$ cat src/trlr_pkg.sv
// ----------------------------------------------------------------------------
// trlr_pkg: shared types and constants for the tandem repeat run counter
// Item and result structs, configuration register indexes, widths.
// ----------------------------------------------------------------------------
package trlr_pkg;

    localparam int MAX_MOTIF_LEN = 8;
    localparam int NUM_MOTIFS    = 4;
    localparam int COUNT_WIDTH   = 16;

    localparam int SLOTS         = 4;
    localparam int WIN_CHARS     = 8;
    localparam int WIN_W         = WIN_CHARS * 8;
    localparam int MOTIF_W       = 64;
    localparam int LEN_W         = 4;
    localparam int SEEN_W        = 4;
    localparam int SKIP_W        = 3;
    localparam int CFG_W         = 64;

    typedef logic [WIN_W-1:0]       t_window;
    typedef logic [MOTIF_W-1:0]     t_motif;
    typedef logic [LEN_W-1:0]       t_len;
    typedef logic [SEEN_W-1:0]      t_seen;
    typedef logic [COUNT_WIDTH-1:0] t_run;

    typedef enum logic [2:0] {
        CFG_MOTIF_A  = 3'd0,
        CFG_MOTIF_B  = 3'd1,
        CFG_MOTIF_C  = 3'd2,
        CFG_MOTIF_D  = 3'd3,
        CFG_LENGTH_A = 3'd4,
        CFG_LENGTH_B = 3'd5,
        CFG_LENGTH_C = 3'd6,
        CFG_LENGTH_D = 3'd7
    } t_cfg_index;

    typedef struct packed {
        logic [7:0] base_char;
        logic       last_char;
    } t_in_item;

    typedef struct packed {
        logic [15:0] run_a;
        logic [15:0] run_b;
        logic [15:0] run_c;
        logic [15:0] run_d;
    } t_out_item;

    typedef struct packed {
        logic fire;
        logic last;
    } t_lane_ctl;

endpackage

$ cat src/trlr_motif_lane.sv
// ----------------------------------------------------------------------------
// trlr_motif_lane: greedy repeat scan for one motif
// Compares the window tail with the motif, tracks skip, run and longest run.
// ----------------------------------------------------------------------------
module trlr_motif_lane (
    input  logic               i_clk,
    input  logic               i_rst_n,
    input  trlr_pkg::t_lane_ctl i_ctl,
    input  trlr_pkg::t_window  i_window,
    input  trlr_pkg::t_seen    i_seen,
    input  trlr_pkg::t_motif   i_motif,
    input  trlr_pkg::t_len     i_len,
    output trlr_pkg::t_run     o_best_next
);
    import trlr_pkg::*;

    logic [SKIP_W-1:0] r_skip, n_skip;
    t_run              r_cur, n_cur;
    t_run              r_best, n_best;

    t_len              w_len;
    t_len              w_gap;
    t_window           w_aligned;
    logic [WIN_CHARS-1:0] w_hit;
    logic              w_match;

    always_comb begin
        if (i_len == '0) begin
            w_len = LEN_W'(1);
        end else if (i_len > LEN_W'(MAX_MOTIF_LEN)) begin
            w_len = LEN_W'(MAX_MOTIF_LEN);
        end else begin
            w_len = i_len;
        end
    end

    assign w_gap     = LEN_W'(WIN_CHARS) - w_len;
    assign w_aligned = i_window >> {w_gap[2:0], 3'b000};

    always_comb begin
        for (int j = 0; j < WIN_CHARS; j++) begin
            w_hit[j] = (LEN_W'(j) >= w_len) ||
                       (w_aligned[8*j +: 8] == i_motif[8*j +: 8]);
        end
    end

    assign w_match = &w_hit;

    always_comb begin
        n_skip = r_skip;
        n_cur  = r_cur;
        n_best = r_best;
        if (i_ctl.fire && (i_seen >= w_len)) begin
            if (r_skip != '0) begin
                n_skip = r_skip - 1'b1;
            end else if (w_match) begin
                n_cur  = (r_cur == '1) ? r_cur : r_cur + 1'b1;
                n_best = (n_cur > r_best) ? n_cur : r_best;
                n_skip = SKIP_W'(w_len - LEN_W'(1));
            end else begin
                n_cur  = '0;
                n_skip = '0;
            end
        end
    end

    always_ff @(posedge i_clk) begin
        if (!i_rst_n || (i_ctl.fire && i_ctl.last)) begin
            r_skip <= '0;
            r_cur  <= '0;
            r_best <= '0;
        end else begin
            r_skip <= n_skip;
            r_cur  <= n_cur;
            r_best <= n_best;
        end
    end

    assign o_best_next = n_best;

endmodule

$ cat src/tandem_repeat_longest_run_unit.sv
// ----------------------------------------------------------------------------
// tandem_repeat_longest_run_unit: longest tandem repeat run for four motifs
// Streams a sequence one character per transfer and reports per-motif maxima.
// ----------------------------------------------------------------------------
// Input channel: i_in_valid / o_in_stall / i_in_data carry one character and
// a last flag per transfer. Output channel: o_out_valid / i_out_stall /
// o_out_data carry the four longest-run counts, one transfer per sequence.
// Configuration: write motifs and lengths through i_cfg_we / i_cfg_index /
// i_cfg_wdata while no sequence is in flight.
// Throughput: one character per cycle unless a last character waits under
// o_in_stall, set by the single compare and update stage between the input
// register and the result register. The result register loads when the last
// character leaves the input register; the result then transfers from there.
// Reset empties the input and result registers, clears the character window
// and all run counters; motifs reset to zero and lengths to one.
// While the result waits under i_out_stall, characters that are not last keep
// streaming; a following last character waits in the input register and
// o_in_stall rises until the result transfers.
// ----------------------------------------------------------------------------
module tandem_repeat_longest_run_unit (
    input  logic                  i_clk,
    input  logic                  i_rst_n,
    input  logic                  i_in_valid,
    output logic                  o_in_stall,
    input  trlr_pkg::t_in_item    i_in_data,
    output logic                  o_out_valid,
    input  logic                  i_out_stall,
    output trlr_pkg::t_out_item   o_out_data,
    input  logic                  i_cfg_we,
    input  trlr_pkg::t_cfg_index  i_cfg_index,
    input  logic [trlr_pkg::CFG_W-1:0] i_cfg_wdata
);
    import trlr_pkg::*;

    t_motif    r_motif [SLOTS];
    t_len      r_len   [SLOTS];

    logic      r_in_valid;
    t_in_item  r_in;
    t_window   r_window, n_window;
    t_seen     r_seen, n_seen;
    logic      r_out_valid;
    t_out_item r_out;

    logic      w_out_free;
    logic      w_fire;
    logic      w_accept;
    t_lane_ctl w_ctl;
    t_run      w_best [SLOTS];

    always_ff @(posedge i_clk) begin
        if (!i_rst_n) begin
            for (int k = 0; k < SLOTS; k++) begin
                r_motif[k] <= '0;
                r_len[k]   <= LEN_W'(1);
            end
        end else if (i_cfg_we) begin
            case (i_cfg_index)
                CFG_MOTIF_A:  r_motif[0] <= i_cfg_wdata;
                CFG_MOTIF_B:  r_motif[1] <= i_cfg_wdata;
                CFG_MOTIF_C:  r_motif[2] <= i_cfg_wdata;
                CFG_MOTIF_D:  r_motif[3] <= i_cfg_wdata;
                CFG_LENGTH_A: r_len[0]   <= i_cfg_wdata[LEN_W-1:0];
                CFG_LENGTH_B: r_len[1]   <= i_cfg_wdata[LEN_W-1:0];
                CFG_LENGTH_C: r_len[2]   <= i_cfg_wdata[LEN_W-1:0];
                CFG_LENGTH_D: r_len[3]   <= i_cfg_wdata[LEN_W-1:0];
                default: ;
            endcase
        end
    end

    assign w_out_free = !r_out_valid || !i_out_stall;
    assign w_fire     = r_in_valid && (!r_in.last_char || w_out_free);
    assign o_in_stall = r_in_valid && !w_fire;
    assign w_accept   = i_in_valid && !o_in_stall;

    assign w_ctl.fire = w_fire;
    assign w_ctl.last = r_in.last_char;

    assign n_window = {r_in.base_char, r_window[WIN_W-1:8]};
    assign n_seen   = (r_seen < SEEN_W'(WIN_CHARS)) ? r_seen + 1'b1 : r_seen;

    always_ff @(posedge i_clk) begin
        if (!i_rst_n) begin
            r_in_valid <= 1'b0;
        end else if (w_accept) begin
            r_in_valid <= 1'b1;
        end else if (w_fire) begin
            r_in_valid <= 1'b0;
        end
    end

    always_ff @(posedge i_clk) begin
        if (w_accept) begin
            r_in <= i_in_data;
        end
    end

    always_ff @(posedge i_clk) begin
        if (!i_rst_n || (w_fire && r_in.last_char)) begin
            r_window <= '0;
            r_seen   <= '0;
        end else if (w_fire) begin
            r_window <= n_window;
            r_seen   <= n_seen;
        end
    end

    for (genvar k = 0; k < SLOTS; k++) begin : g_lane
        if (k < NUM_MOTIFS) begin : g_used
            trlr_motif_lane u_lane (
                .i_clk       (i_clk),
                .i_rst_n     (i_rst_n),
                .i_ctl       (w_ctl),
                .i_window    (n_window),
                .i_seen      (n_seen),
                .i_motif     (r_motif[k]),
                .i_len       (r_len[k]),
                .o_best_next (w_best[k])
            );
        end else begin : g_unused
            assign w_best[k] = '0;
        end
    end

    always_ff @(posedge i_clk) begin
        if (!i_rst_n) begin
            r_out_valid <= 1'b0;
        end else if (w_fire && r_in.last_char) begin
            r_out_valid <= 1'b1;
        end else if (!i_out_stall) begin
            r_out_valid <= 1'b0;
        end
    end

    always_ff @(posedge i_clk) begin
        if (w_fire && r_in.last_char) begin
            r_out.run_a <= 16'(w_best[0]);
            r_out.run_b <= 16'(w_best[1]);
            r_out.run_c <= 16'(w_best[2]);
            r_out.run_d <= 16'(w_best[3]);
        end
    end

    assign o_out_valid = r_out_valid;
    assign o_out_data  = r_out;

endmodule

$ cat config.mk
export PLATFORM = sky130hd
export DESIGN_NAME = tandem_repeat_longest_run_unit
export DESIGN_NICKNAME = d
export VERILOG_FILES = /design/src/trlr_pkg.sv /design/src/trlr_motif_lane.sv /design/src/tandem_repeat_longest_run_unit.sv
export SDC_FILE = /design/constraint.sdc
export NUM_CORES = 2
export LEC_CHECK = 0
export ABC_AREA = 1
export BUFFER_PORTS_ARGS = -buffer_cell sky130_fd_sc_hd__buf_2
export CELL_PAD_IN_SITES_DETAIL_PLACEMENT = 0
export CELL_PAD_IN_SITES_GLOBAL_PLACEMENT = 2
export CORE_MARGIN = 5
export CORE_UTILIZATION = 36
export CTS_BUF_LIST = sky130_fd_sc_hd__clkbuf_16
export DETAILED_ROUTE_END_ITERATION = 6
export PLACE_DENSITY_LB_ADDON = 0.1
export SYNTH_ARGS = -nofsm -noshare
export SYNTH_HDL_FRONTEND = slang
export SYNTH_SLANG_ARGS = --single-unit
export TNS_END_PERCENT = 5
$ cat constraint.sdc
create_clock -name i_clk -period 4.6 [get_ports i_clk]
set_input_delay 0.46 -clock i_clk [delete_from_list [all_inputs] [get_ports i_clk]]
set_output_delay 0.46 -clock i_clk [all_outputs]
set_load 0.02 [all_outputs]
== After elaboration in Yosys (flattened, before gate mapping) ==
Memories as Yosys holds them, arrays and structs flattened.
Cells that the tools add are included.
Word-level totals
  logic and storage cells: 299
  memory bits (writable): 272
  latch bits: 0
  register bits: 283
  bits in read-only memories: 0
  memories: 2
Operators by class
  multiplexer cells: 86
  shift-type cells: 4
  add/subtract/negate cells: 17
  multiply operators: 0
  bitwise logic cells: 12
  magnitude comparators: 45
  reduce and logical (&&, ||, !) cells: 67
  divide/modulo/power cells: 0
  equal/unequal tests: 44
Memory list
  r_motif: depth 4, width 64, rd ports 4, clocked after Yosys merged registers in 0, wr ports 4, RTL line tandem_repeat_longest_run_unit.sv:35  | t_motif r_motif [SLOTS];
  r_len: depth 4, width 4, rd ports 4, clocked after Yosys merged registers in 0, wr ports 4, RTL line tandem_repeat_longest_run_unit.sv:36  | t_len r_len [SLOTS];
Operators with widths (number)
  16-bit two-way mux: 24
  8-bit == test: 32
  64-bit two-way mux: 4
  64-bit by 6-bit right shift with 64-bit output: 4
  16-bit by 1-bit adder with 16-bit output, second input constant: 4
  16-bit == test, second input constant: 4
  3-bit by 4-bit >= comparator with 1-bit output, first input constant: 16
  16-bit > comparator: 4
  4-bit two-way mux: 13
  1-bit two-way mux: 37
  1-bit logical OR: 35
  1-bit by 4-bit >= comparator with 1-bit output, first input constant: 8
  2-bit by 4-bit >= comparator with 1-bit output, first input constant: 8
  8-bit AND reduction: 4
  3-bit two-way mux: 8
  3-bit by 1-bit subtractor with 3-bit output, second input constant: 8
  4-bit >= comparator: 4
  4-bit > comparator, second input constant: 4
  4-bit zero test: 4
  3-bit == test, second input constant: 4
  3-bit nonzero test: 4
  1-bit by 3-bit subtractor with 3-bit output, first input constant: 4
  1-bit logical AND: 8
  1-bit bitwise OR: 8
  other kinds (10): 22

== Depth between registers and ports, before layout ==
  depth after elaboration: 11
  depth in mapped cells: 26
  mapped depth without buffers: 23

== By module ==
A second synthesis with hierarchy kept.
Unflattened totals
  cells, all modules: 5931
  area, all modules: 39188.8 um^2
Modules (own cells, without submodules)
  tandem_repeat_longest_run_unit: cells an instance 1033, sequential area each 11601.1 um^2, times used 1, area an instance 14368.8 um^2
  trlr_motif_lane at g_lane[0].g_used.u_lane ...: cells an instance 1209, sequential area each 700.7 um^2, times used 2, area an instance 6140.9 um^2
  trlr_motif_lane at g_lane[3].g_used.u_lane: cells an instance 1242, sequential area each 700.7 um^2, times used 1, area an instance 6284.8 um^2
  trlr_motif_lane at g_lane[1].g_used.u_lane: cells an instance 1238, sequential area each 700.7 um^2, times used 1, area an instance 6253.5 um^2

== Least setup slack after synthesis ==
No wires, ideal clock.
  path type: reg2reg
  start: reg g_lane[1].g_used.u_lane.r_cur[0]
  end: reg r_out (netlist bit o_out_data[41]), data pin
  path slack: 0.949 ns
  cell stages (with the launch flop): 19
  arrival time: 3.397 ns
  clock period less this slack: 3.651 ns
  setup time: 0.254 ns
  path through: dfxtp_1 ha_1 nand2_1 nor3_1 nand3_1 nor2_1 nand4_1 nand3_1 nor2_1 xor2_1 ha_1 nand4_1 o221ai_1 a31oi_1 a21oi_1 nand3_2 buf_2 nand2_1 nand2_1
Between the ends
  word-level cells in the longest chain between the ends: 7
Ends and longest elaborated chain
  start, declared: RTL line trlr_motif_lane.sv:18  | t_run r_cur, n_cur;
  start signal, assigned: RTL line trlr_motif_lane.sv:74  | r_cur <= n_cur;
  16-bit by 1-bit adder with 16-bit output / 16-bit == test (equally long branches): RTL line trlr_motif_lane.sv:57  | n_cur = (r_cur == '1) ? r_cur : r_cur + 1'b1;
  16-bit two-way mux (*): RTL line trlr_motif_lane.sv:57
  16-bit > comparator: RTL line trlr_motif_lane.sv:58  | n_best = (n_cur > r_best) ? n_cur : r_best;
  16-bit two-way mux (*): RTL line trlr_motif_lane.sv:58
  16-bit two-way mux (*): RTL line trlr_motif_lane.sv:56  | end else if (w_match) begin
  16-bit two-way mux (*): RTL line trlr_motif_lane.sv:54  | if (r_skip != '0) begin
  16-bit two-way mux (*): RTL line trlr_motif_lane.sv:53  | if (i_ctl.fire && (i_seen >= w_len)) begin
  via g_lane[1].g_used.u_lane.o_best_next[9]: RTL line trlr_motif_lane.sv:13  | output trlr_pkg::t_run o_best_next
  end, declared: RTL line tandem_repeat_longest_run_unit.sv:43  | t_out_item r_out;
Mark *: on every way through the listed nets, which the timed path passes. The rest lies on a longest branch.
A chain may end at the register's enable or synchronous reset.

==> summary.md <==
| Metric | Value |
|---|---|
| Synth Instances | `5555` |
| Worst IR Drop VDD | `between 0.0002 and 0.0003 V` |
| Logic pwr share | `between 20% and 30%` |
| Register area share after synthesis | `between 30% and 40%` |
| Internal | `between 0.009 and 0.01 W` |
| Max Clock Freq | `approximately 0.23 GHz` |
| Antenna-violating nets left | `0` |
| Setup TNS Final | `0 ps` |
| CTS Buf Count | `73` |
| Worst hold path type | `in -> reg` |
| Top area cells in the synthesized netlist | `edfxtp_1 (28%), nand2_1 (17%), nand3_1 (15%)` |
| Syn nets | `approximately 5.7k` |
| Filler cells | `roughly 11k` |
| Root Driver | `clkbuf_16` |
| Count leader, synth | `nand2_1` |
| Gr usage total | `29.20%` |
| Clock Power Share | `37.6%` |
| Routed via count | `38.55k` |
| Wire length per cell | `between 20 and 25 um` |
| P&R area growth vs syn | `12.75%` |
| Critical-path maximum fanout | `19` |
| Mux contribution to synthesized area | `less than 1%` |
| Routing usage on met3 | `about 5.8%` |
| Clock buffer depth | `3` |
| Final Hold Viols | `0` |
| DRT Pass-1 Iters | `6` |
| Die area | `about 110000 um2` |
| Starting DRC count in detailed routing | `3924` |
| Core area | `roughly 100000 um2` |
| Final Skew | `between 15 and 20 ps` |
| Initial Utilization | `36.21%` |
| Detailed placer's ending HPWL | `between 100000 and 150000 um` |
| Initial antenna violation count | `6` |
| IO Port Bufs | `146` |
| Primary FF master, synth | `edfxtp_1` |
| Adder-cell share of the synthesized area | `around 3.5%` |
| Capturing point of the worst reg2reg path | `o_out_data[49]` |
| Drt drc | `0` |
| Nets | `about 5.8k` |
| Last element of the critical path | `o_out_data[49]` |
| Synth top area share | `about 28%` |
| Gr ovfl total | `0` |
| Worst-Margin Slew | `1192 ps` |
| Sw Pwr | `approximately 0.0052 W` |
| M1 GR Usage | `about 40%` |
| Reg2reg setup slack | `310 ps` |
| Largest family of logic cells by synthesized area | `simple AND/OR/NAND/NOR gates` |
| Syn Std Cell Area | `about 37000 um2` |
| Relative slew slack | `about 21%` |
| Max cap viols | `0` |
| Final-report max-slew violation count | `0` |
| Fin crit share | `93.27%` |
| Worst Setup End Kind | `flip-flop` |
| Synth Register Bits | `around 550` |
| Io pins | `about 150` |
| Leakage | `19.44 nW` |
| FP Rows | `118` |
| Post-synthesis compound-gate area fraction | `5.532%` |
| Vias per Instance | `between 5 and 6` |
| Post-Place Cells | `6911` |
| Mean Syn Cell Area | `6.747 um2` |
| Later-pin clock latency in the skew report | `650 ps` |
| RSZ-0062 raised after global routing | `false` |
| Asr flop ratio synth | `0%` |
| Largest net degree at the start of global routing | `104` |
| Total wire length | `167600 um` |
| Final min period | `roughly 4300 ps` |
| Layout cells sized above 1 | `just under 8%` |
| Req. time, crit path | `4990 ps` |
| Worst setup path startpoint | `r_len[0][3]` |
| Switching share of total power | `approximately a third` |
| Post-Synth XOR/XNOR Area | `1.496%` |
| Startpoint Class | `flip-flop` |
| Post-synth EDFFs | `roughly 350` |
| Sequential power share | `approximately 38%` |
| Worst-path clk slew | `around 60 ps` |
| P per Cell Area | `347.6 nW/um2` |
| Vias in the first global route | `around 35k` |
| Crit Path Class | `reg -> reg` |
| FF-to-FF Start | `r_len[0][3]` |
| Die W | `around 330 um` |
| Finished Layout Cells | `around 7.1k` |
| TritonCTS clock tree | `built` |
| Gpl congestion | `~0.9` |
| GRT busiest layer | `met2` |
| Fraction of the mapped netlist area in simple logic gates | `about two fifths` |
| Synth cell types | `45` |
| Setup Buffers After CTS | `0` |
| Ys Warns | `0` |
| Global-route wire length before repair | `around 240000 um` |
| Routing usage on met2 | `a little under half` |
| Setup violations, final | `0` |
| Die Y | `approximately 330 um` |
| TritonCTS Sinks | `~550` |
| FF-to-FF path depth | `20` |
| H-tree Lvls | `3` |
| Area leader, netlist | `edfxtp_1` |
| Status | `completed` |
| Synth top cells by count | `nand2_1 (1729), nand3_1 (1129), inv_1 (541)` |
| Crit path DAT | `around 4700 ps` |
cell usage in the layout, fill, tap and decap left out, drive strengths merged, types with 45 or more instances in the layout:
master  instances
nand2        1742
nand3        1132
inv           582
nor2          466
edfxtp        345
buf           283
a21oi         260
dfxtp         202
nand4         142
ha            105
clkbuf         76
o21ai          71
nand3b         45
kinds of logic (layout without fill, tap and decap cells):
logic type | after synthesis | count (layout)
AOI/OAI and AO/OA | 388 | 388
xor gates and xnor gates | 64 | 64
adders and majority gates | 105 | 105
buffers and inverters | 867 | 985
DFF | 547 | 547
muxes | 1 | 1
other | 0 | 2
and+or+nand+nor | 3583 | 3583
flip-flops by register name (all words and copies together), names as in the netlist:
signal / count
g_lane.g_used.u_lane.r_cur: 64
o_out_data: 64
r_window: 56
r_motif: 256
n_window: 8
r_seen: 4
r_in_valid: 1
g_lane.g_used.u_lane.r_best: 64
r_in: 1
g_lane.g_used.u_lane.r_skip: 12
r_len: 16
o_out_valid: 1
timing repair:
action | CTS | global route
hold buffers | 9 | 0
hold endpoints to repair | 9 | 0
resized for setup | 0 | 2
endpoints found under the setup margin | 0 | 2
worst min-delay path by stage:
| stage | cells past startpoint | slack (ps) | startpoint | to |
|---|---|---|---|---|
| 6_report | 3 | 110 | i_in_valid | r_in_valid |
| 4_1_cts | 3 | 60 | i_in_valid | r_in_valid |
| 2_1_floorplan | 2 | 440 | r_window[15] | r_window[15] |
| 3_3_place_gp | 2 | 450 | r_window[9] | r_window[9] |
| 5_1_grt | 3 | 90 | i_in_valid | r_in_valid |
| 3_5_place_dp | 2 | 460 | r_window[13] | r_window[13] |
power by group through the flow:
stage / Clock, W / Sequential [W] / Combinational (W)
2_1_floorplan: 0 / 0.00558 / 0.00225
3_3_place_gp: 0 / 0.00561 / 0.00359
3_5_place_dp: 0 / 0.00561 / 0.00359
4_1_cts: 0.00564 / 0.00551 / 0.00361
5_1_grt: 0.00582 / 0.00553 / 0.00396
6_report: 0.00552 / 0.00551 / 0.00366
cell type report:
class	count	area, um2	share of cell area, %
Sequential cell	547	14400	34.09
Timing Repair Buffer	292	2078	4.918
Clock buffer	76	1902	4.501
Multi-Input combinational cell	4141	19710	46.63
Clock inverter	57	329.1	0.7787
Inverter	560	2106	4.983
Tap cell	1380	1727	4.086
Antenna cell	2	5.005	0.01184
worst max-delay path: stages (launching register included):
cell	delay (ps)
edfxtp_1	470
nor2_1	170
nand2_2	110
nand2_4	90
inv_2	40
ha_2	300
inv_2	250
buf_4	300
nand4_1	170
nor2_1	130
nand2_1	60
nand2_1	70
nand2_1	60
nor2_1	300
nand2_1	330
a21oi_1	210
nand3_1	120
nor2_4	180
nand3_2	350
nand2_1	200
nand2_1	70
per-layer routing:
layer / vias up / routed length (um) / share of wire, %
met3: 295 / 14200 / 8.5
met4: 2 / 6981 / 4.2
met1: 18090 / 73390 / 44
met5: - / 18 / 0.011
met2: 1675 / 73040 / 44
li1: 18490 / - / -
stage by stage:
step	hold WS (ps)	util [%]	worst slack [ps]	area, um2	total power, W
floorplan	440.9	-	948.6	37480	0.007823
global placement	448.8	38.58	322.7	39920	0.009198
detailed placement	458.0	38.58	318.7	39920	0.009205
CTS	61.03	40.82	301.6	42250	0.01476
global route	92.86	40.83	24.55	42250	0.01531
finish	107.6	40.83	309.8	42260	0.01469
Note: power is estimated with default switching activity, not from simulation.
